$ cat src/impulse_switching_median_3x3_core_assert.svh
// Assertion macros for the switching median filter RTL.
// Expects clk and arst_n in the scope of the module that uses them.
`ifndef IMPULSE_SWITCHING_MEDIAN_3X3_CORE_ASSERT_SVH
`define IMPULSE_SWITCHING_MEDIAN_3X3_CORE_ASSERT_SVH

// same-cycle implication
`define ISFM_ASSERT_NOW(label, ante, cons, msg) \
	label: assert property (@(posedge clk) disable iff (!arst_n) (ante) |-> (cons)) \
		else $error(msg);

// next-cycle implication
`define ISFM_ASSERT_NEXT(label, ante, cons, msg) \
	label: assert property (@(posedge clk) disable iff (!arst_n) (ante) |=> (cons)) \
		else $error(msg);

`endif

$ cat src/isfm_pkg.sv
// Shared types, codes and compare helpers for the switching median filter.
// No dependencies.
`default_nettype none

package isfm_pkg;

	localparam int CFG_IDX_W = 2;
	localparam int CFG_DATA_W = 11;

	localparam logic [CFG_IDX_W-1:0] REG_FRAME_WIDTH = 2'd0;
	localparam logic [CFG_IDX_W-1:0] REG_FRAME_HEIGHT = 2'd1;
	localparam logic [CFG_IDX_W-1:0] REG_LOW_LEVEL = 2'd2;
	localparam logic [CFG_IDX_W-1:0] REG_HIGH_LEVEL = 2'd3;

	localparam logic [10:0] FRAME_WIDTH_RST = 11'd640;
	localparam logic [10:0] FRAME_HEIGHT_RST = 11'd480;
	localparam logic [7:0] LOW_LEVEL_RST = 8'd0;
	localparam logic [7:0] HIGH_LEVEL_RST = 8'd255;

	localparam logic OP_PIXEL = 1'b0;
	localparam logic OP_DRAIN = 1'b1;

	localparam int QDEPTH = 4;
	localparam int QPTR_W = 2;
	localparam int QCNT_W = 3;

	typedef logic [7:0] pix_t;

	typedef struct packed {
		pix_t top;
		pix_t mid;
		pix_t bot;
	} col_t;

	typedef struct packed {
		pix_t lo;
		pix_t md;
		pix_t hi;
	} triple_t;

	typedef struct packed {
		col_t c0;
		col_t c1;
		col_t c2;
		logic do_main;
		logic do_edge;
		logic is_last;
	} job_t;

	function automatic pix_t min2(input pix_t a, input pix_t b);
		return (a < b) ? a : b;
	endfunction

	function automatic pix_t max2(input pix_t a, input pix_t b);
		return (a < b) ? b : a;
	endfunction

	function automatic pix_t min3(input pix_t a, input pix_t b, input pix_t c);
		return min2(min2(a, b), c);
	endfunction

	function automatic pix_t max3(input pix_t a, input pix_t b, input pix_t c);
		return max2(max2(a, b), c);
	endfunction

	function automatic pix_t med3(input pix_t a, input pix_t b, input pix_t c);
		return max2(min2(a, b), min2(max2(a, b), c));
	endfunction

	function automatic triple_t sort3(input col_t c);
		triple_t t;
		t.lo = min3(c.top, c.mid, c.bot);
		t.md = med3(c.top, c.mid, c.bot);
		t.hi = max3(c.top, c.mid, c.bot);
		return t;
	endfunction

endpackage

`default_nettype wire

$ cat src/isfm_queue.sv
// Job queue between front and back end: a small register FIFO with a level count.
// Depends on isfm_pkg and the assertion macro header.
`default_nettype none

`include "impulse_switching_median_3x3_core_assert.svh"

module isfm_queue (
	input  wire logic                         clk,
	input  wire logic                         arst_n,
	input  wire logic                         push,
	input  wire isfm_pkg::job_t               push_job,
	input  wire logic                         pop,
	output isfm_pkg::job_t                    head,
	output logic                              not_empty,
	output logic [isfm_pkg::QCNT_W-1:0]       level
);

	isfm_pkg::job_t                  slot_q [isfm_pkg::QDEPTH];
	logic [isfm_pkg::QPTR_W-1:0]     wr_ptr_q;
	logic [isfm_pkg::QPTR_W-1:0]     rd_ptr_q;
	logic [isfm_pkg::QCNT_W-1:0]     count_q;

	always_ff @(posedge clk) begin
		if (push) begin
			slot_q[wr_ptr_q] <= push_job;
		end
	end

	always_ff @(posedge clk or negedge arst_n) begin
		if (!arst_n) begin
			wr_ptr_q <= '0;
			rd_ptr_q <= '0;
			count_q <= '0;
		end else begin
			if (push) begin
				wr_ptr_q <= wr_ptr_q + isfm_pkg::QPTR_W'(1);
			end
			if (pop) begin
				rd_ptr_q <= rd_ptr_q + isfm_pkg::QPTR_W'(1);
			end
			count_q <= count_q + isfm_pkg::QCNT_W'(push) - isfm_pkg::QCNT_W'(pop);
		end
	end

	assign head = slot_q[rd_ptr_q];
	assign not_empty = count_q != '0;
	assign level = count_q;

	`ISFM_ASSERT_NOW(a_no_overflow, push, count_q != isfm_pkg::QCNT_W'(isfm_pkg::QDEPTH), "job queue overflow")
	`ISFM_ASSERT_NOW(a_no_underflow, pop, count_q != '0, "job queue underflow")
	`ISFM_ASSERT_NOW(a_empty_ptrs, count_q == '0, wr_ptr_q == rd_ptr_q, "empty queue with unequal pointers")
	`ISFM_ASSERT_NEXT(a_level_track, 1'b1, count_q == $past(count_q) + isfm_pkg::QCNT_W'($past(push)) - isfm_pkg::QCNT_W'($past(pop)), "queue level mismatch")

endmodule

`default_nettype wire

$ cat config.mk
export PLATFORM = sky130hd
export DESIGN_NAME = isfm_queue
export DESIGN_NICKNAME = d
export VERILOG_FILES = /design/src/isfm_pkg.sv /design/src/isfm_queue.sv
export VERILOG_INCLUDE_DIRS = /design/src /design/src/src
export SDC_FILE = /design/constraint.sdc
export NUM_CORES = 1
export LEC_CHECK = 0
export ABC_AREA = 1
export ABC_CLOCK_PERIOD_IN_PS = 3150
export BUFFER_PORTS_ARGS = -buffer_cell sky130_fd_sc_hd__buf_2
export CAP_MARGIN = 0
export CORE_MARGIN = 1
export CORE_UTILIZATION = 55
export DETAILED_ROUTE_END_ITERATION = 7
export HOLD_SLACK_MARGIN = 0.08
export PLACE_DENSITY = 0.79
export SYNTH_ARGS = -nofsm -noshare
export SYNTH_HDL_FRONTEND = slang
export SYNTH_SLANG_ARGS = --single-unit
export TNS_END_PERCENT = 100
$ cat constraint.sdc
create_clock -name clk -period 3.15 [get_ports clk]
set_input_delay 0.4725 -clock clk [delete_from_list [all_inputs] [get_ports clk]]
set_output_delay 0.4725 -clock clk [all_outputs]
set_load 0.02 [all_outputs]
# After elaboration in Yosys (flattened, before gate mapping)
# Memories as Yosys holds them, arrays and structs flattened.
# Index checks and enable logic that the tools add are counted.
dict set report totals {
  ram_bits 300
  ff_bits 7
  out_inout_bits 79
  mem_count 1
}
# memory depth word_bits read_ports rd_ports_with_merged_regs wr line
set memory_table {}
lappend memory_table {slot_q 4 75 1 0 1 isfm_queue.sv:18} ;# isfm_pkg::job_t slot_q [isfm_pkg::QDEPTH];
dict set report classes {
  n_reduce_logical 1
  n_mux 2
  add_sub_neg 4
}
# op n
set ops {}
lappend ops {{$add 2x1->2 const B} 2}
lappend ops {{$add 3x1->3} 1}
lappend ops {{$reduce_bool 3->1} 1}
lappend ops {{$sub 3x1->3} 1}
lappend ops {{$mux 1} 2}

# Depth between registers and ports, before layout
# Gate-level depths: netlist (run 1).
dict set report depth {
  depth_word 2
  mapped_depth 10
  ltp_nobuf 10
}

# Least setup slack after synthesis (run 1)
# OpenSTA, ideal clock, no wires.
dict set report synth_timing {
  kind {input -> register}
  start {input port push}
  end {memory slot_q[1][0] in the netlist's numbering, enable pin}
  cell_stages 3
  arrival_ns 2.217
  slack_ns 0.504
  path_buffers 1
  setup_time_ns 0.429
  required_ns 2.721
  cell_sequence {clkbuf_1 nand2_1 inv_1}
}
dict set report synth_via {
  elab_chain_cells 2
}
# element line
set synth_lines {}
lappend synth_lines {{start, declared} isfm_queue.sv:10} ;# input wire logic push,
lappend synth_lines {{$mux 1} isfm_queue.sv:24} ;# if (push) begin
lappend synth_lines {{$mux 1 (not written as such)} isfm_queue.sv:25} ;# slot_q[wr_ptr_q] <= push_job;
lappend synth_lines {{end, declared} isfm_queue.sv:18}
# Every way passes these cells.

==> results.json, run 1 <==
{
  "status": "complete, no violations",
  "cts.path.max_buffers": 3,
  "wirelength_um": 25600,
  "peakVddDrop_mv": 1.06,
  "rows": 55,
  "slew_headroom_pct": 46.8,
  "yosysWarnings": 0,
  "initial_core_util_pct": 56.8,
  "syn_to_final_growth_pct": 15.7,
  "clkSlewWorstSetupHoldPaths_ps": 60,
  "hp-class": "in -> reg",
  "rrSetupSlack_ps": 1080,
  "synthTopCellsByArea": "edfxtp_1 69%, nand2_1 11%, inv_1 9.0%",
  "seq_area_mm2": 0.00919,
  "grt_use_total_pct": 21.7,
  "drtIter0Drc": 675,
  "crit_type": "reg -> out",
  "yosysUniqueCellTypes": 14,
  "cellPowerDensity_mw_per_mm2": 959,
  "wl_per_cell_um": 15.0,
  "fillers": 1682,
  "via_count": 8319,
  "synth_xor_xnor_area_share_pct": 0.202,
  "cts_num_sinks": 307,
  "fmax_ghz": 0.372,
  "min_period_ps": 2690,
  "final_common_cell": "nand2_1",
  "layout-drive-gt1-share_pct": 15.9,
  "fin_cells": 1712,
  "fin_skew_ps": 11.6,
  "cts_buffers": 30,
  "port_buffers": 157,
  "cp_slowest_stage_delay_ps": 500,
  "critical_path.top_delay_family": "buffers and inverters",
  "tightestPinTransition_ps": 798,
  "syn_area_per_cell_um2": 10.7,
  "final_max_slew_viol_count": 0,
  "antenna_found_initial": 3,
  "slowest_stage": "dfrtp_4",
  "cts_tree": "done",
  "endpoint_kind": "output port",
  "final_cell_mix": "386 x nand2_1, 308 x inv_1, 300 x edfxtp_1",
  "p_leak_nw": 7.06,
  "grt_max_degree": 153,
  "finalSetupViolCount": 0,
  "synthMuxAreaShare_pct": 0,
  "synth_compound_area_share_pct": 0.0385,
  "first_pass_iters": 5,
  "finalHoldWorstSlack_ps": 147,
  "crit_fanout": 55,
  "ioPinCount": 158,
  "placedCellCount": 1656,
  "crit_arrival_ps": 2220,
  "die_w_um": 156,
  "vias_per_cell": 4.86,
  "dieArea_mm2": 0.0243,
  "multi_input_comb_area_mm2": 0.00234,
  "ys_ff_latch": 307,
  "h-tree-depth": 1,
  "maxCapViolations": 0,
  "startpoint_type": "register",
  "yosys.area_share.simple_pct": 17.0,
  "required_ps": 2680,
  "cpMostUsedCell": "nand2_1",
  "grt_pass1_vias": 8171,
  "grt_pass1_wl_um": 40800,
  "gp_congestion": 0.760,
  "synth_top_area_share_pct": 69.2,
  "setup_ws_ps": 459,
  "rsz0062_at_grt": "false",
  "drc_errors": 0,
  "final_nets": 1462,
  "cts_root_buffer": "clkbuf_16",
  "cp_num_buf_inv": 3,
  "dp_hpwl_um": 15400,
  "ant_nets": 0,
  "crit_chain": "inv_4 > buf_4 > nand2_1 > nand3_1 > nand2_1 > buf_2",
  "fin_tns_setup_ps": 0,
  "synth_nets": 1306,
  "cts_resized": 0,
  "die_y_um": 156,
  "gr-total-overflow": 0,
  "worstSkewPairLatency_ps": 540,
  "yosysSeqAreaShare_pct": 70.6,
  "dp_slack_ps": 1010,
  "finalHoldViolCount": 0,
  "syn_inst": 1220,
  "syn-cell-area_mm2": 0.0130,
  "synth_area_leader_cell": "edfxtp_1",
  "core_area_mm2": 0.0229,
  "timing.final.crit_share_pct": 85.4,
  "synthAdderAreaFrac_pct": 0.731,
  "synth_top_family_by_area": "simple AND/OR/NAND/NOR gates"
}
worst reg2reg max path: cells and delay by family, from the launching register on:
| kind | cells | cell delay (ps) |
|---|---|---|
| buffers and inverters | 3 | 1100 |
| DFF | 1 | 420 |
| adders and majority gates | 1 | 200 |
| and+or+nand+nor | 1 | 70 |
flip-flops by register name, indices dropped and copies added, names as in the netlist:
| name | cells |
|---|---|
| rd_ptr_q | 2 |
| level | 3 |
| slot_q | 300 |
| wr_ptr_q | 2 |
layer usage:
metal	routed length (um)	up-vias	GRT usage, %
met5	22	-	0
met4	437	4	6.44
met3	1740	41	3.44
met2	13000	262	38.1
met1	10400	3903	27.9
li1	-	4109	-
per-stage QoR:
step	total power, mW	area [um2]	util, %
4_1_cts	14.6	15100	65.7
2_1_floorplan	9.42	13000	-
3_3_place_gp	11.0	14100	61.5
5_1_grt	15.3	15100	65.7
6_report	14.4	15100	65.7
3_5_place_dp	11.1	14100	61.5
power by group:
part / internal [mW] / total, mW / switching [mW]
logic: 1.57 / 5.46 / 3.89
registers: 5.35 / 5.54 / 0.187
clock network: 2.03 / 3.43 / 1.40
total: 8.95 / 14.4 / 5.48
final cells by class:
cell class                      count  area share (%)
Antenna cell                        1          0.0166
Tap cell                          313            2.60
Clock buffer                       38            5.33
Clock inverter                     16            1.03
Inverter                          314            7.88
Multi-Input combinational cell    549            15.5
Timing Repair Buffer              174            6.58
Sequential cell                   307            61.0
kinds of logic after synthesis:
kind of cell,Yosys count
XOR/XNOR,3
flip-flops,307
AND/OR/NAND/NOR,538
buffers and inverters,364
AO/OA/AOI/OAI,1
adder cells (fa/ha/maj),7
timing repair:
item / in CTS / in global routing
hold buffers: 1 / 0
hold endpoints to repair: 7 / 0
buffers inserted: 0 / 0
worst paths after layout:
kind                                    startpoint  cells past startpoint                 endpoint
setup / recovery           rd_ptr_q[0]$_DFFE_PN0P_                      6                 head[51]
setup reg to reg           wr_ptr_q[0]$_DFFE_PN0P_                      5  slot_q[2][66]$_DFFE_PP_
max in group asynchronous                   arst_n                      2  rd_ptr_q[0]$_DFFE_PN0P_
hold reg to reg                 level[1]$_DFF_PN0_                      2       level[2]$_DFF_PN0_
min in group asynchronous                   arst_n                      2  rd_ptr_q[0]$_DFFE_PN0P_
hold / removal                        push_job[36]                      1  slot_q[2][36]$_DFFE_PP_
cells in the mapped netlist:
master / count
dfrtp_1: 7
buf_2: 25
nand3_1: 152
buf_4: 3
inv_2: 2
inv_1: 312
xor2_1: 3
nand2_1: 386
ha_1: 6
buf_6: 11
edfxtp_1: 300
o21ai_0: 1
clkbuf_1: 11
fa_1: 1
Note: power is estimated with default switching activity, not from simulation.
==> run 2: changes to the inputs <==
--- a/config.mk
+++ b/config.mk
@@ -7,14 +7,14 @@
 export NUM_CORES = 1
 export LEC_CHECK = 0
 export ABC_AREA = 1
-export ABC_CLOCK_PERIOD_IN_PS = 3150
+export ABC_CLOCK_PERIOD_IN_PS = 2200
 export BUFFER_PORTS_ARGS = -buffer_cell sky130_fd_sc_hd__buf_2
 export CAP_MARGIN = 0
 export CORE_MARGIN = 1
-export CORE_UTILIZATION = 55
+export CORE_UTILIZATION = 52
 export DETAILED_ROUTE_END_ITERATION = 7
 export HOLD_SLACK_MARGIN = 0.08
-export PLACE_DENSITY = 0.79
+export PLACE_DENSITY = 0.78
 export SYNTH_ARGS = -nofsm -noshare
 export SYNTH_HDL_FRONTEND = slang
 export SYNTH_SLANG_ARGS = --single-unit
==> constraint.sdc (replaced) <==
create_clock -name clk -period 2.2 [get_ports clk]
set_input_delay 0.33 -clock clk [delete_from_list [all_inputs] [get_ports clk]]
set_output_delay 0.33 -clock clk [all_outputs]
set_load 0.02 [all_outputs]
==> run 2 against run 1 <==
The run now ends with negative setup slack left. Clock power is 37% higher. Utilization is 3.2 points higher. First-iteration DRC count is 1.5% lower. Wire length is 24% higher. Non-clock buffer count is 99 higher. Design area is 12% higher. Critical path depth stayed put. Clock skew hardly changed. Largest power group is now combinational cells.
==> results.json, run 2 (synthesized netlist as in run 1, its figures left out) <==
{
  "registers.top_by_ff_count": "slot_q",
  "tightestPinTransition_ps": 504,
  "p_leak_nw": 7.74,
  "cts_num_sinks": 307,
  "core_area_mm2": 0.0245,
  "slew_headroom_pct": 66.4,
  "wirelength_um": 31700,
  "die_y_um": 160,
  "grt_use_total_pct": 22.1,
  "combinationalPowerShare_pct": 46.2,
  "layout-drive-gt1-share_pct": 19.0,
  "via_count": 9064,
  "rsz0062_at_grt": "true",
  "finalHoldWorstSlack_ps": 156,
  "rows": 57,
  "grt_pass1_wl_um": 44200,
  "required_ps": 1870,
  "switchingPower_mw": 8.98,
  "fin_skew_ps": 11.7,
  "largest_reg_flops": 300,
  "crit_arrival_ps": 1920,
  "crit_type": "reg -> out",
  "wl_per_cell_um": 17.4,
  "cts_root_buffer": "clkbuf_16",
  "ant_nets": 0,
  "crit_fanout": 10,
  "peakVddDrop_mv": 1.14,
  "antenna_found_initial": 0,
  "clkSlewWorstSetupHoldPaths_ps": 60,
  "p_clk_share_pct": 19.9,
  "worstSkewPairLatency_ps": 540,
  "port_buffers": 157,
  "dp_hpwl_um": 15100,
  "dieArea_mm2": 0.0257,
  "finalSetupViolCount": 23,
  "gr-total-overflow": 0,
  "vias_per_cell": 4.98,
  "finalHoldViolCount": 0,
  "cts.path.max_buffers": 3,
  "final_max_slew_viol_count": 0,
  "cts_buffers": 30,
  "drc_errors": 0,
  "h-tree-depth": 1,
  "die_w_um": 160,
  "setup_ws_ps": -48.3,
  "ioPinCount": 158,
  "grt_max_degree": 44,
  "p_seq_share_pct": 33.9,
  "first_pass_iters": 6,
  "fmax_ghz": 0.445,
  "intPower_mw": 14.7,
  "grt_pass1_vias": 9158,
  "place_area_mm2": 0.0143,
  "final_common_cell": "nand2_1",
  "initial_core_util_pct": 53.2,
  "min_period_ps": 2250,
  "hp-class": "in -> async",
  "timing.final.crit_share_pct": 102,
  "final_cell_mix": "354 x nand2_1, 308 x inv_1, 300 x edfxtp_1",
  "gp_congestion": 0.743,
  "sw_frac_of_total_pct": 38.0,
  "status": "complete, but fails checks",
  "fin_area_mm2": 0.0168,
  "drtIter0Drc": 665,
  "violations": "negative setup slack",
  "n_antenna_cell": 0,
  "maxCapViolations": 0,
  "startpoint_type": "register",
  "final_nets": 1562,
  "endpoint_kind": "output port",
  "cts_tree": "done",
  "syn_to_final_growth_pct": 29.5,
  "cellPowerDensity_mw_per_mm2": 1400
}
==> run 2: cell types whose count changed in the layout (fill, tap and decap cells not counted), moves of 20 or more <==
cell           delta
buf_2            -70
buf_4            +20
buf_6            +49
dlygate4sd3_1    +77
nand2_1          -32
nand2_2          +32
==> run 2: repair_timing <==
action | in CTS | in global routing
setup buffers | 0 | 1
hold buffers | 78 | 0
resized for setup | 80 | 91
endpoints found under the hold margin | 310 | 0
setup endpoints to repair | 74 | 75
pin swaps | 2 | 16
gates cloned | 2 | 16
==> run 2: power groups by stage <==
| stage | combinational [mW] | sequential [mW] | clock (mW) |
|---|---|---|---|
| floorplan | 5.44 | 8.03 | 0 |
| global placement | 7.95 | 8.02 | 0 |
| detailed placement | 8.15 | 8.07 | 0 |
| CTS | 9.16 | 7.97 | 4.73 |
| global route | 11.6 | 8.09 | 4.96 |
| finish | 10.9 | 8.02 | 4.69 |
==> run 2: critical path: stages (launching register included) <==
cell	delay [ps]
dfrtp_4	560
clkbuf_16	220
buf_16	170
nand2_1	100
nand3_2	90
nand2_2	100
buf_6	120
==> run 2: cell type report <==
cell class / instances / area (um2)
flip-flops and latches: 307 / 9190
well taps: 324 / 405
repair inverters: 1 / 8.76
clock buffers: 39 / 806
inverters: 314 / 1210
repair buffers: 273 / 2680
multi-input cells: 549 / 2470
clock inverters: 12 / 83.8
fillers: 1585 / 7610
==> run 2: per-stage QoR <==
step	cells	setup TNS [ps]	setup WS, ps	total power [mW]	util [%]
global placement	1671	0	476	16.0	58.3
global route	1819	-3980	-100	24.7	68.9
floorplan	1220	-596	-6.92	13.5	-
finish	1819	-341	-48.3	23.6	68.9
CTS	1802	-77.9	-21.7	21.9	66.3
detailed placement	1671	0	414	16.2	58.3
==> run 2: final timing paths <==
kind                                                end  slack (ps)  cells after the start                     from
max in group asynchronous       rd_ptr_q[0]$_DFFE_PN0P_        1860                      2                   arst_n
worst min-delay path                 level[0]$_DFF_PN0_         160                      2                   arst_n
worst max register to register       level[2]$_DFF_PN0_         510                      9       level[0]$_DFF_PN0_
worst max-delay path                           head[63]         -50                      6  rd_ptr_q[0]$_DFFE_PN0P_
min in group clk                     level[2]$_DFF_PN0_         520                      2       level[1]$_DFF_PN0_
worst min register to register       level[2]$_DFF_PN0_         520                      2       level[1]$_DFF_PN0_
==> run 2: layer usage <==
| metal | track usage (%) | share of wire [%] |
|---|---|---|
| met1 | 25.3 | 38 |
| met2 | 40.3 | 53 |
| met3 | 4.05 | 6.5 |
| met4 | 9.31 | 2.5 |
| met5 | 0 | 0 |
