`src/impulse_switching_median_3x3_core_assert.svh`:
```
// Assertion macros for the switching median filter RTL.
// Expects clk and arst_n in the scope of the module that uses them.
`ifndef IMPULSE_SWITCHING_MEDIAN_3X3_CORE_ASSERT_SVH
`define IMPULSE_SWITCHING_MEDIAN_3X3_CORE_ASSERT_SVH

// same-cycle implication
`define ISFM_ASSERT_NOW(label, ante, cons, msg) \
	label: assert property (@(posedge clk) disable iff (!arst_n) (ante) |-> (cons)) \
		else $error(msg);

// next-cycle implication
`define ISFM_ASSERT_NEXT(label, ante, cons, msg) \
	label: assert property (@(posedge clk) disable iff (!arst_n) (ante) |=> (cons)) \
		else $error(msg);

`endif

```
`src/isfm_pkg.sv`:
```
// Shared types, codes and compare helpers for the switching median filter.
// No dependencies.
`default_nettype none

package isfm_pkg;

	localparam int CFG_IDX_W = 2;
	localparam int CFG_DATA_W = 11;

	localparam logic [CFG_IDX_W-1:0] REG_FRAME_WIDTH = 2'd0;
	localparam logic [CFG_IDX_W-1:0] REG_FRAME_HEIGHT = 2'd1;
	localparam logic [CFG_IDX_W-1:0] REG_LOW_LEVEL = 2'd2;
	localparam logic [CFG_IDX_W-1:0] REG_HIGH_LEVEL = 2'd3;

	localparam logic [10:0] FRAME_WIDTH_RST = 11'd640;
	localparam logic [10:0] FRAME_HEIGHT_RST = 11'd480;
	localparam logic [7:0] LOW_LEVEL_RST = 8'd0;
	localparam logic [7:0] HIGH_LEVEL_RST = 8'd255;

	localparam logic OP_PIXEL = 1'b0;
	localparam logic OP_DRAIN = 1'b1;

	localparam int QDEPTH = 4;
	localparam int QPTR_W = 2;
	localparam int QCNT_W = 3;

	typedef logic [7:0] pix_t;

	typedef struct packed {
		pix_t top;
		pix_t mid;
		pix_t bot;
	} col_t;

	typedef struct packed {
		pix_t lo;
		pix_t md;
		pix_t hi;
	} triple_t;

	typedef struct packed {
		col_t c0;
		col_t c1;
		col_t c2;
		logic do_main;
		logic do_edge;
		logic is_last;
	} job_t;

	function automatic pix_t min2(input pix_t a, input pix_t b);
		return (a < b) ? a : b;
	endfunction

	function automatic pix_t max2(input pix_t a, input pix_t b);
		return (a < b) ? b : a;
	endfunction

	function automatic pix_t min3(input pix_t a, input pix_t b, input pix_t c);
		return min2(min2(a, b), c);
	endfunction

	function automatic pix_t max3(input pix_t a, input pix_t b, input pix_t c);
		return max2(max2(a, b), c);
	endfunction

	function automatic pix_t med3(input pix_t a, input pix_t b, input pix_t c);
		return max2(min2(a, b), min2(max2(a, b), c));
	endfunction

	function automatic triple_t sort3(input col_t c);
		triple_t t;
		t.lo = min3(c.top, c.mid, c.bot);
		t.md = med3(c.top, c.mid, c.bot);
		t.hi = max3(c.top, c.mid, c.bot);
		return t;
	endfunction

endpackage

`default_nettype wire

```
`src/isfm_back.sv`:
```
// Back end: expands jobs into one or two windows, runs the 3x3 median network
// in three stages and holds the output word. Depends on isfm_pkg.
`default_nettype none

module isfm_back (
	input  wire logic           clk,
	input  wire logic           arst_n,
	input  wire isfm_pkg::job_t head,
	input  wire logic           not_empty,
	output logic                pop,
	input  wire isfm_pkg::pix_t low_level,
	input  wire isfm_pkg::pix_t high_level,
	output logic                out_valid,
	input  wire logic           out_stall,
	output isfm_pkg::pix_t      value,
	output logic                replaced,
	output logic                last
);

	logic                phase_q;
	logic                en;
	logic                issue;
	logic                sel_edge;
	isfm_pkg::col_t      ca;
	isfm_pkg::col_t      cb;

	logic                v_s1;
	isfm_pkg::triple_t   ta_s1;
	isfm_pkg::triple_t   tb_s1;
	isfm_pkg::triple_t   tc_s1;
	isfm_pkg::pix_t      centre_s1;
	logic                last_s1;

	logic                v_s2;
	isfm_pkg::pix_t      lo_s2;
	isfm_pkg::pix_t      md_s2;
	isfm_pkg::pix_t      hi_s2;
	isfm_pkg::pix_t      gmin_s2;
	isfm_pkg::pix_t      gmax_s2;
	isfm_pkg::pix_t      centre_s2;
	logic                last_s2;

	logic                out_valid_q;
	isfm_pkg::pix_t      value_q;
	logic                replaced_q;
	logic                last_q;
	logic                hit;

	assign en = !(out_valid_q && out_stall);
	assign issue = en && not_empty;
	assign sel_edge = phase_q || !head.do_main;
	assign pop = issue && (sel_edge || !head.do_edge);

	assign ca = sel_edge ? head.c1 : head.c0;
	assign cb = sel_edge ? head.c2 : head.c1;

	always_ff @(posedge clk or negedge arst_n) begin
		if (!arst_n) begin
			phase_q <= 1'b0;
			v_s1 <= 1'b0;
			v_s2 <= 1'b0;
			out_valid_q <= 1'b0;
		end else if (en) begin
			if (issue) begin
				phase_q <= !sel_edge && head.do_edge;
			end
			v_s1 <= issue;
			v_s2 <= v_s1;
			out_valid_q <= v_s2;
		end
	end

	always_ff @(posedge clk) begin
		if (en) begin
			ta_s1 <= isfm_pkg::sort3(ca);
			tb_s1 <= isfm_pkg::sort3(cb);
			tc_s1 <= isfm_pkg::sort3(head.c2);
			centre_s1 <= cb.mid;
			last_s1 <= sel_edge && head.is_last;
		end
	end

	always_ff @(posedge clk) begin
		if (en) begin
			lo_s2 <= isfm_pkg::max3(ta_s1.lo, tb_s1.lo, tc_s1.lo);
			md_s2 <= isfm_pkg::med3(ta_s1.md, tb_s1.md, tc_s1.md);
			hi_s2 <= isfm_pkg::min3(ta_s1.hi, tb_s1.hi, tc_s1.hi);
			gmin_s2 <= isfm_pkg::min3(ta_s1.lo, tb_s1.lo, tc_s1.lo);
			gmax_s2 <= isfm_pkg::max3(ta_s1.hi, tb_s1.hi, tc_s1.hi);
			centre_s2 <= centre_s1;
			last_s2 <= last_s1;
		end
	end

	assign hit = (gmin_s2 == low_level) || (gmax_s2 == high_level);

	always_ff @(posedge clk) begin
		if (en) begin
			value_q <= hit ? isfm_pkg::med3(lo_s2, md_s2, hi_s2) : centre_s2;
			replaced_q <= hit;
			last_q <= last_s2;
		end
	end

	assign out_valid = out_valid_q;
	assign value = value_q;
	assign replaced = replaced_q;
	assign last = last_q;

endmodule

`default_nettype wire

```
`config.mk`:
```
export PLATFORM = sky130hd
export DESIGN_NAME = isfm_back
export DESIGN_NICKNAME = d
export VERILOG_FILES = /design/src/impulse_switching_median_3x3_core_assert.svh /design/src/isfm_pkg.sv /design/src/isfm_back.sv
export SDC_FILE = /design/constraint.sdc
export NUM_CORES = 1
export LEC_CHECK = 0
export ABC_AREA = 0
export BUFFER_PORTS_ARGS = -buffer_cell sky130_fd_sc_hd__buf_2
export CAP_MARGIN = 20
export CORE_MARGIN = 3
export CORE_UTILIZATION = 40
export DETAILED_ROUTE_END_ITERATION = 10
export GPL_ROUTABILITY_DRIVEN = 0
export PLACE_DENSITY = 0.69
export RECOVER_POWER = 50
export SKIP_LAST_GASP = 1
export SYNTH_ARGS = -nofsm -noshare
export SYNTH_HDL_FRONTEND = slang
export SYNTH_SLANG_ARGS = --single-unit
```
`constraint.sdc`:
```
create_clock -name clk -period 8.35 [get_ports clk]
set_input_delay 0.835 -clock clk [delete_from_list [all_inputs] [get_ports clk]]
set_output_delay 0.835 -clock clk [all_outputs]
set_load 0.05 [all_outputs]
```
* Word level (Yosys, flattened, before mapping)
Cells that the tools add are included.
Word-level totals: flip-flop bits (word level) 144, bits of input ports 95, output and inout port bits 12, logic and storage cells 102
Operators by class: magnitude comparators 24, eq/ne operators 2, multiplexer cells 37, bitwise operators 1, reductions and logical operators 13
Operators by type and width (count):
- 8-bit two-way mux | 35
- 8-bit less-than comparator | 24
- 24-bit two-way mux | 2
- 8-bit equality test | 2
- 1-bit logical AND | 5
- 1-bit logical NOT | 4
- 1-bit logical OR | 3
- 2-bit AND reduction | 1
- 1-bit NOT | 1

* Longest topological paths before layout
Gate-level depths: netlist of run 1.
word-level depth 9, mapped depth 30, gate-level depth less buffers 24

* Least setup slack after synthesis of run 1
No wires, ideal clock.
path type input port to flip-flop, from input port head[2] (netlist bit), to register ta_s1[8] (netlist bit) (data pin), arrival time 6.678 ns, slack 1.410 ns, stages 30, cells stage by stage nor2b_1 > buf_6 > buf_2 > buf_1 > clkbuf_1 > mux2i_1 > inv_1 > ha_1 > a21o_1 > a21o_1 > a21oi_1 > o21ai_4 > clkbuf_1 > mux2i_1 > ha_1 > o21ai_0 > nor2_1 > nor3_1 > a31oi_2 > buf_2 > mux2i_1 > ha_1 > a21o_1 > a21o_1 > a21oi_1 > nand2_1 > o21ai_0 > buf_2 > mux2i_1 > a211oi_1
On the way: cells in the longest elaborated chain, start to end 9, elaborated cells on any way between the ends 10, those cells by class 3 x order compare; 5 x mux; 2 x reduce/logical
Ends and longest elaborated chain:
- start: declaration | line isfm_back.sv:8 | input wire isfm_pkg::job_t head,
- 1-bit logical NOT * | line isfm_back.sv:51 | assign sel_edge = phase_q || !head.do_main;
- 1-bit logical OR * | line isfm_back.sv:51
- 24-bit two-way mux * | line isfm_back.sv:54 | assign ca = sel_edge ? head.c1 : head.c0;
- 8-bit less-than comparator | line isfm_pkg.sv:51, isfm_pkg.sv:55
- 8-bit two-way mux | line isfm_pkg.sv:55 | return (a < b) ? b : a;
- 8-bit less-than comparator | line isfm_pkg.sv:51 | return (a < b) ? a : b;
- 8-bit two-way mux | line isfm_pkg.sv:51
- 8-bit less-than comparator | line isfm_pkg.sv:55
- 8-bit two-way mux * | line isfm_pkg.sv:55
- end signal: assignment | line isfm_back.sv:75 | ta_s1 <= isfm_pkg::sort3(ca);
- end: declaration | line isfm_back.sv:28 | isfm_pkg::triple_t ta_s1;
Mark *: on every way between the ends. The rest lies on a longest branch, timed or not. A chain may end at the register's enable or synchronous reset.

* Worst setup path after layout of run 1
Same ends and word-level chain as after synthesis.

==> results.cfg, run 1 <==
[run_status]
status = complete, but fails checks
failed_checks = capacitance limit, slew limit

[grt]
grt_first_pass_wirelength_um = 58300
grt_use_total = 0.210
grt_max_degree = 74
overflow = 0
grt_pass1_vias = 10617
antenna_found_initial = 0

[job]
maxCapViolCount = 2

[route]
drt_wl_total_um = 37600
drt_iter0_drc = 1248
drc = 0
final_antenna_net_count = 0
wire_per_inst_um = 19.1
vias = 11361
drt_first_pass_iters = 6
vias_per_cell = 5.78

[worst_hold_path]
hold_class = in2async

[yosys]
synth_area_mm2 = 0.0132
ys_types = 62
synth_flop_cell = edfxtp_1
synth_edf_count = 140
synth-seq-area-share = 0.326
synthesis.nets = 1688
synth_area_per_cell_um2 = 9.24
synthCells = 1427
ys_ff_latch = 144
yosys_warnings = 0
async_flop_share = 0.0278

[critical_path]
r2r_slack_ns = 1.26
cp.required_ns = 8.52
r2r-start = phase_q
worstReg2RegEnd = ta_s1[8]
worstSetupStartpointType = input pin
crit_end = ta_s1[8]
worstSetupStartpoint = head[2]
r2r_cells = 24
crit_type = in2reg
path_max_fanout = 25
cp-end-kind = flop
crit_arrival_ns = 7.41

[die]
die-area_mm2 = 0.0352
initial_core_util = 0.411
core_area_mm2 = 0.0320
rows = 65
die_h_um = 188
ioPinCount = 107
fp.dieW_um = 188

[final_layout]
drive_gt1_frac = 0.125
nNetsFinal = 1779
diodes = 0
regArea_mm2 = 0.00430
syn2layout_area_growth_pct = 11.8
fill_cells = 3077
multiInputGateArea_mm2 = 0.00812
layout_commonest_cell = ha_1
layout_common_cells = ha_1, inv_1, edfxtp_1

[clock_network]
cts.root.buffer_cell = clkbuf_16
postCtsSetupBuffers = 0
cts_max_path_buffers = 2
post_cts_resized = 0
path_clk_slew_ns = 0.06
cts_tree = built
hold_buffers = 0
clk_latency_ns = 0.42
cts_sinks = 144
cts_made_buffers = 17
htreeDepth = 4

[sta]
fin_crit_ns = 7.24
rsz0062_at_grt = false
setup_tns_ns = 0
slew_viol_final = 146
setup-violations-final = 0
slew_headroom = -1.39
fmax_mhz = 138
hold_viol_final = 0
period_share = 0.867
fin_skew_ns = 0.0112
worst_slew_pin_slew_ns = 3.58

[place]
place.detailed.hpwl_um = 30500
port_buffers = 106
==> cells in the mapped netlist, drive strengths merged, types with 16 or more instances <==
| library cell | n | area, um2 |
|---|---|---|
| a21o | 56 | 420 |
| o22ai | 33 | 206 |
| mux2i | 117 | 1170 |
| nor2 | 67 | 251 |
| nand3 | 40 | 200 |
| ha | 166 | 2080 |
| o21ai | 131 | 671 |
| edfxtp | 140 | 4200 |
| a21oi | 68 | 340 |
| clkbuf | 25 | 93.8 |
| inv | 156 | 586 |
| nand4 | 17 | 106 |
| nor3 | 28 | 140 |
| a211oi | 51 | 383 |
| mux2 | 42 | 477 |
| xnor2 | 16 | 140 |
| buf | 19 | 92.6 |
| nand2 | 110 | 413 |
==> stage by stage <==
stage	cells	utilization	instance area (um2)	hold WS [ns]	worst slack (ns)
2_1_floorplan	1427	-	13200	0.400	1.41
3_3_place_gp	1932	0.442	14200	0.404	1.16
3_5_place_dp	1932	0.442	14200	0.408	0.914
4_1_cts	1964	0.461	14800	0.212	1.34
5_1_grt	1966	0.460	14700	0.264	0.586
6_report	1966	0.460	14700	0.282	1.11
==> layout make-up <==
type,instances,share of cell area
multi-input cells,1083,0.551
inverters,156,0.0397
well taps,435,0.0369
repair buffers,116,0.0403
clock buffers,18,0.0291
clock inverters,14,0.0112
flip-flops and latches,144,0.292
==> layer usage <==
metal	track usage	wire length (um)
met1	0.291	16700
met2	0.327	16700
met3	0.0340	2790
met4	0.0837	1380
met5	0	0
==> flip-flops by register name (all words and copies together), names as in the netlist <==
register	count
ta_s1	24
tb_s1	24
tc_s1	24
centre_s1	8
centre_s2	8
gmax_s2	8
gmin_s2	8
hi_s2	8
lo_s2	8
md_s2	8
value	8
last	1
last_s1	1
last_s2	1
out_valid	1
phase_q	1
replaced	1
v_s1	1
v_s2	1
==> cells by family (layout without fill, tap and decap cells) <==
family | count (synthesis) | in the layout | synth area share
AOI/OAI and AO/OA | 401 | 401 | 0.196
xor gates and xnor gates | 18 | 18 | 0.0120
adders and majority gates | 167 | 167 | 0.158
buffers and inverters | 200 | 304 | 0.0586
DFF | 144 | 144 | 0.326
muxes | 159 | 159 | 0.125
and+or+nand+nor | 338 | 338 | 0.124
==> critical path, stage by stage <==
cell and delay [ns]:
clkbuf_1 0.16, nor2b_4 0.72, mux2i_1 0.31, inv_1 0.08
ha_1 0.32, a21o_1 0.19, a21o_1 0.19, a21oi_1 0.33
o21ai_4 0.28, mux2i_1 0.39, ha_1 0.32, a211oi_1 0.21
nor2_1 0.10, nor3_1 0.46, a31oi_2 0.56, mux2i_1 0.39
ha_1 0.30, a21o_1 0.17, a21o_1 0.17, a21oi_1 0.16
nand2_1 0.06, o21ai_0 0.15, buf_4 0.23, mux2i_1 0.20
a211oi_1 0.09
==> how the worst min path moves through the flow <==
stage / slack, ns / cells after the start / end
after global routing: 0.26 / 1 / phase_q
after CTS: 0.21 / 1 / out_valid
after floorplan: 0.40 / 0 / centre_s2[0]
after global placement: 0.40 / 0 / centre_s2[0]
after detailed placement: 0.41 / 0 / centre_s2[0]
final: 0.28 / 1 / phase_q
Power of run 1 is left out: the tool's default activity adds up to more than one toggle a clock period on the data nets, which glitch-free logic cannot reach.
==> run 2: changes to the inputs <==
--- a/config.mk
+++ b/config.mk
@@ -12,7 +12,7 @@
 export CORE_UTILIZATION = 40
 export DETAILED_ROUTE_END_ITERATION = 10
 export GPL_ROUTABILITY_DRIVEN = 0
-export PLACE_DENSITY = 0.69
+export PLACE_DENSITY = 0.59
 export RECOVER_POWER = 50
 export SKIP_LAST_GASP = 1
 export SYNTH_ARGS = -nofsm -noshare
==> results.cfg, run 2 (same netlist as run 1, synthesis figures left out) <==
[sta]
setup_tns_ns = 0
hold_viol_final = 0
setup-violations-final = 0
slew_viol_final = 146
rsz0062_at_grt = false
slew_headroom = -1.49
fin_skew_ns = 0.0124
worst_slew_pin_slew_ns = 3.73
period_share = 0.889
fmax_mhz = 135
fin_crit_ns = 7.42

[place]
port_buffers = 106
placed_area_mm2 = 0.0142
place.detailed.hpwl_um = 31500
place_inst = 1935

[critical_path]
cp.required_ns = 8.53
crit_family = compound AO/OA/AOI/OAI gates
crit_type = in2reg
cp-end-kind = flop
r2r-start = phase_q
crit_path_cell_trace = clkbuf_1 -> nor2b_4 -> clkbuf_1 -> nor2_1 -> a21oi_1 -> ha_1 -> a21o_1 -> a211o_1 -> o22ai_1 -> a21oi_2 -> mux2i_1 -> ha_1 -> o21a_1 -> o21a_1 -> o21ai_0 -> o21ai_1 -> buf_4 -> mux2i_1 -> ha_1 -> a21o_1 -> a21o_1 -> a221oi_1 -> o21ai_2 -> mux2_2
path_max_fanout = 29
worstSetupStartpoint = head[2]
crit_arrival_ns = 7.61
cpPeakStageDelay_ns = 0.80
cp_slowest_cell = a21oi_2
worstPathBufferInverterCount = 3
worstSetupStartpointType = input pin

[die]
initial_core_util = 0.411
die_h_um = 188
core_area_mm2 = 0.0320
rows = 65
fp.dieW_um = 188
die-area_mm2 = 0.0352
ioPinCount = 107

[route]
drt_iter0_drc = 881
wire_per_inst_um = 19.7
drt_wl_total_um = 38800
drt_first_pass_iters = 5
vias = 11329
vias_per_cell = 5.76
drc = 0
final_antenna_net_count = 0

[final_layout]
drive_gt1_frac = 0.127
layout_common_cells = ha_1, inv_1, edfxtp_1
fin_cells = 1967
fill_cells = 3125
design_area_mm2 = 0.0147
diodes = 0
nNetsFinal = 1781
syn2layout_area_growth_pct = 11.7
layout_commonest_cell = ha_1
reg.largest.list = ta_s1 x24, tb_s1 x24, tc_s1 x24

[run_status]
status = complete, but fails checks
failed_checks = capacitance limit, slew limit

[worst_hold_path]
hold_class = in2async

[grt]
grt_use_total = 0.218
grt_first_pass_wirelength_um = 60100
antenna_found_initial = 0
grt_pass1_vias = 10934
grt_max_degree = 73
overflow = 0

[clock_network]
cts.root.buffer_cell = clkbuf_16
postCtsSetupBuffers = 0
cts_sinks = 144
path_clk_slew_ns = 0.07
cts_max_path_buffers = 2
cts_tree = built
hold_buffers = 0
clk_latency_ns = 0.43
htreeDepth = 4
post_cts_resized = 0
cts_made_buffers = 17

[job]
maxCapViolCount = 2
[run 2: per-stage QoR]
step / hold slack [ns] / worst slack, ns / util
after global routing: 0.216 / 0.456 / 0.459
after global placement: 0.405 / 1.06 / 0.442
after floorplan: 0.400 / 1.41 / -
final: 0.231 / 0.926 / 0.459
after detailed placement: 0.405 / 0.836 / 0.442
after CTS: 0.186 / 1.29 / 0.460
[run 2: final cells by class]
class | instances | area, um2 | share of cell area
multi-input cells | 1083 | 8120 | 0.552
flip-flops and latches | 144 | 4300 | 0.292
repair buffers | 118 | 591 | 0.0401
inverters | 156 | 586 | 0.0398
well taps | 435 | 544 | 0.0370
clock buffers | 17 | 425 | 0.0289
clock inverters | 14 | 153 | 0.0104
[run 2: metal layers]
layer	share of wire	global-route usage
met5	0	0
met4	0.047	0.0961
met3	0.059	0.0348
met2	0.44	0.340
met1	0.45	0.299
[run 2: worst paths after layout]
path | endpoint | slack, ns | cells after the start
max in group asynchronous | phase_q | 7.93 | 1
min in group clk | centre_s2[0] | 0.42 | 0
hold / removal | v_s1 | 0.23 | 1
setup reg to reg | tb_s1[14] | 1.08 | 23
hold reg to reg | centre_s2[0] | 0.42 | 0
setup / recovery | tb_s1[14] | 0.93 | 24
Power of run 2 is left out for the same reason.
==> run 3: changes to the inputs <==
--- a/config.mk
+++ b/config.mk
@@ -10,9 +10,9 @@
 export CAP_MARGIN = 20
 export CORE_MARGIN = 3
 export CORE_UTILIZATION = 40
+export CTS_BUF_LIST = sky130_fd_sc_hd__clkbuf_16
 export DETAILED_ROUTE_END_ITERATION = 10
 export GPL_ROUTABILITY_DRIVEN = 0
-export PLACE_DENSITY = 0.59
 export RECOVER_POWER = 50
 export SKIP_LAST_GASP = 1
 export SYNTH_ARGS = -nofsm -noshare
==> results.cfg, run 3 (same netlist as run 1, synthesis figures left out) <==
[final_layout]
layout_commonest_cell = ha_1
syn2layout_area_growth_pct = 12.0
nNetsFinal = 1782
drive_gt1_frac = 0.127
diodes = 0
utilization = 0.461
layout_common_cells = ha_1, inv_1, edfxtp_1
reg.largest.list = ta_s1 x24, tb_s1 x24, tc_s1 x24

[sta]
slew_headroom = -1.00
fin_skew_ns = 0.0174
setup_tns_ns = 0
rsz0062_at_grt = false
fmax_mhz = 140
slew_viol_final = 142
hold_viol_final = 0
worst_slew_pin_slew_ns = 3.00
period_share = 0.858
fin_crit_ns = 7.16
setup-violations-final = 0

[critical_path]
r2r_cells = 22
cp.required_ns = 8.53
worstReg2RegEnd = tb_s1[8]
r2r-start = phase_q
crit_arrival_ns = 7.34
cp-end-kind = flop
worstSetupStartpointType = input pin
path_max_fanout = 47
r2r_slack_ns = 1.25
crit_type = in2reg
worstSetupStartpoint = head[2]
crit_end = tb_s1[8]

[route]
drt_first_pass_iters = 5
vias_per_cell = 5.73
wire_per_inst_um = 19.5
drt_wl_total_um = 38400
drc = 0
drt_iter0_drc = 1038
final_antenna_net_count = 0
vias = 11274

[clock_network]
clk_latency_ns = 0.44
hold_buffers = 0
postCtsSetupBuffers = 0
cts_max_path_buffers = 2
cts_sinks = 144
cts_made_buffers = 17
post_cts_resized = 0
cts_tree = built
path_clk_slew_ns = 0.08
htreeDepth = 4
cts.root.buffer_cell = clkbuf_16

[die]
die_h_um = 188
ioPinCount = 107
die-area_mm2 = 0.0352
initial_core_util = 0.411
rows = 65
core_area_mm2 = 0.0320
fp.dieW_um = 188

[grt]
grt_util_met2 = 0.343
busiest_layer = met2
overflow = 0
grt_pass1_vias = 10764
grt_first_pass_wirelength_um = 60100
grt_use_total = 0.216
globalRouteMet3Util = 0.0365
antenna_found_initial = 1
grt_max_degree = 87
use_met1 = 0.299

[place]
port_buffers = 106
place.detailed.hpwl_um = 31200

[worst_hold_path]
hold_class = in2async

[run_status]
failed_checks = capacitance limit, slew limit
status = complete, but fails checks

[job]
maxCapViolCount = 3
[run 3: how the worst min path moves through the flow]
| stage | startpoint | to | depth (start not counted) |
|---|---|---|---|
| finish | arst_n | phase_q | 1 |
| global route | arst_n | phase_q | 1 |
| CTS | arst_n | phase_q | 1 |
| detailed placement | centre_s1[2] | centre_s2[2] | 0 |
| global placement | centre_s1[6] | centre_s2[6] | 0 |
| floorplan | centre_s1[0] | centre_s2[0] | 0 |
[run 3: layout make-up]
class,instances,area [um2]
Multi-Input combinational cell,1083,8120
Tap cell,435,544
Fill cell,3097,17300
Sequential cell,144,4300
Clock inverter,15,194
Inverter,156,586
Timing Repair Buffer,119,597
Clock buffer,17,425
[run 3: through the flow]
stage	instance area (um2)	hold slack, ns	worst slack [ns]	std cells
after detailed placement	14200	0.406	0.868	1936
after global placement	14200	0.402	1.01	1936
after global routing	14800	0.228	0.688	1969
final	14800	0.225	1.19	1969
after floorplan	13200	0.400	1.41	1427
after CTS	14800	0.183	1.29	1968
[run 3: per-layer routing]
metal  vias to the layer above  routed length [um]
met5                         -                   0
met4                         0                1130
li1                       5522                   -
met1                      5290               17800
met2                       406               17300
met3                        56                2170
[run 3: worst max-delay path: stages]
cell and delay (ns):
buf_2 0.12, nor2b_4 0.67, buf_4 0.55, mux2i_1 0.31
inv_1 0.10, ha_1 0.28, o211a_1 0.13, o221ai_1 0.14
a21oi_2 0.88, mux2i_1 0.41, ha_1 0.29, o21a_1 0.17
o21a_1 0.16, o21ai_0 0.25, o21ai_1 0.11, buf_4 0.21
mux2i_1 0.21, ha_1 0.28, a21o_1 0.17, a21o_1 0.17
a221oi_1 0.32, o21ai_2 0.22, mux2_2 0.32
Power of run 3 is left out for the same reason.
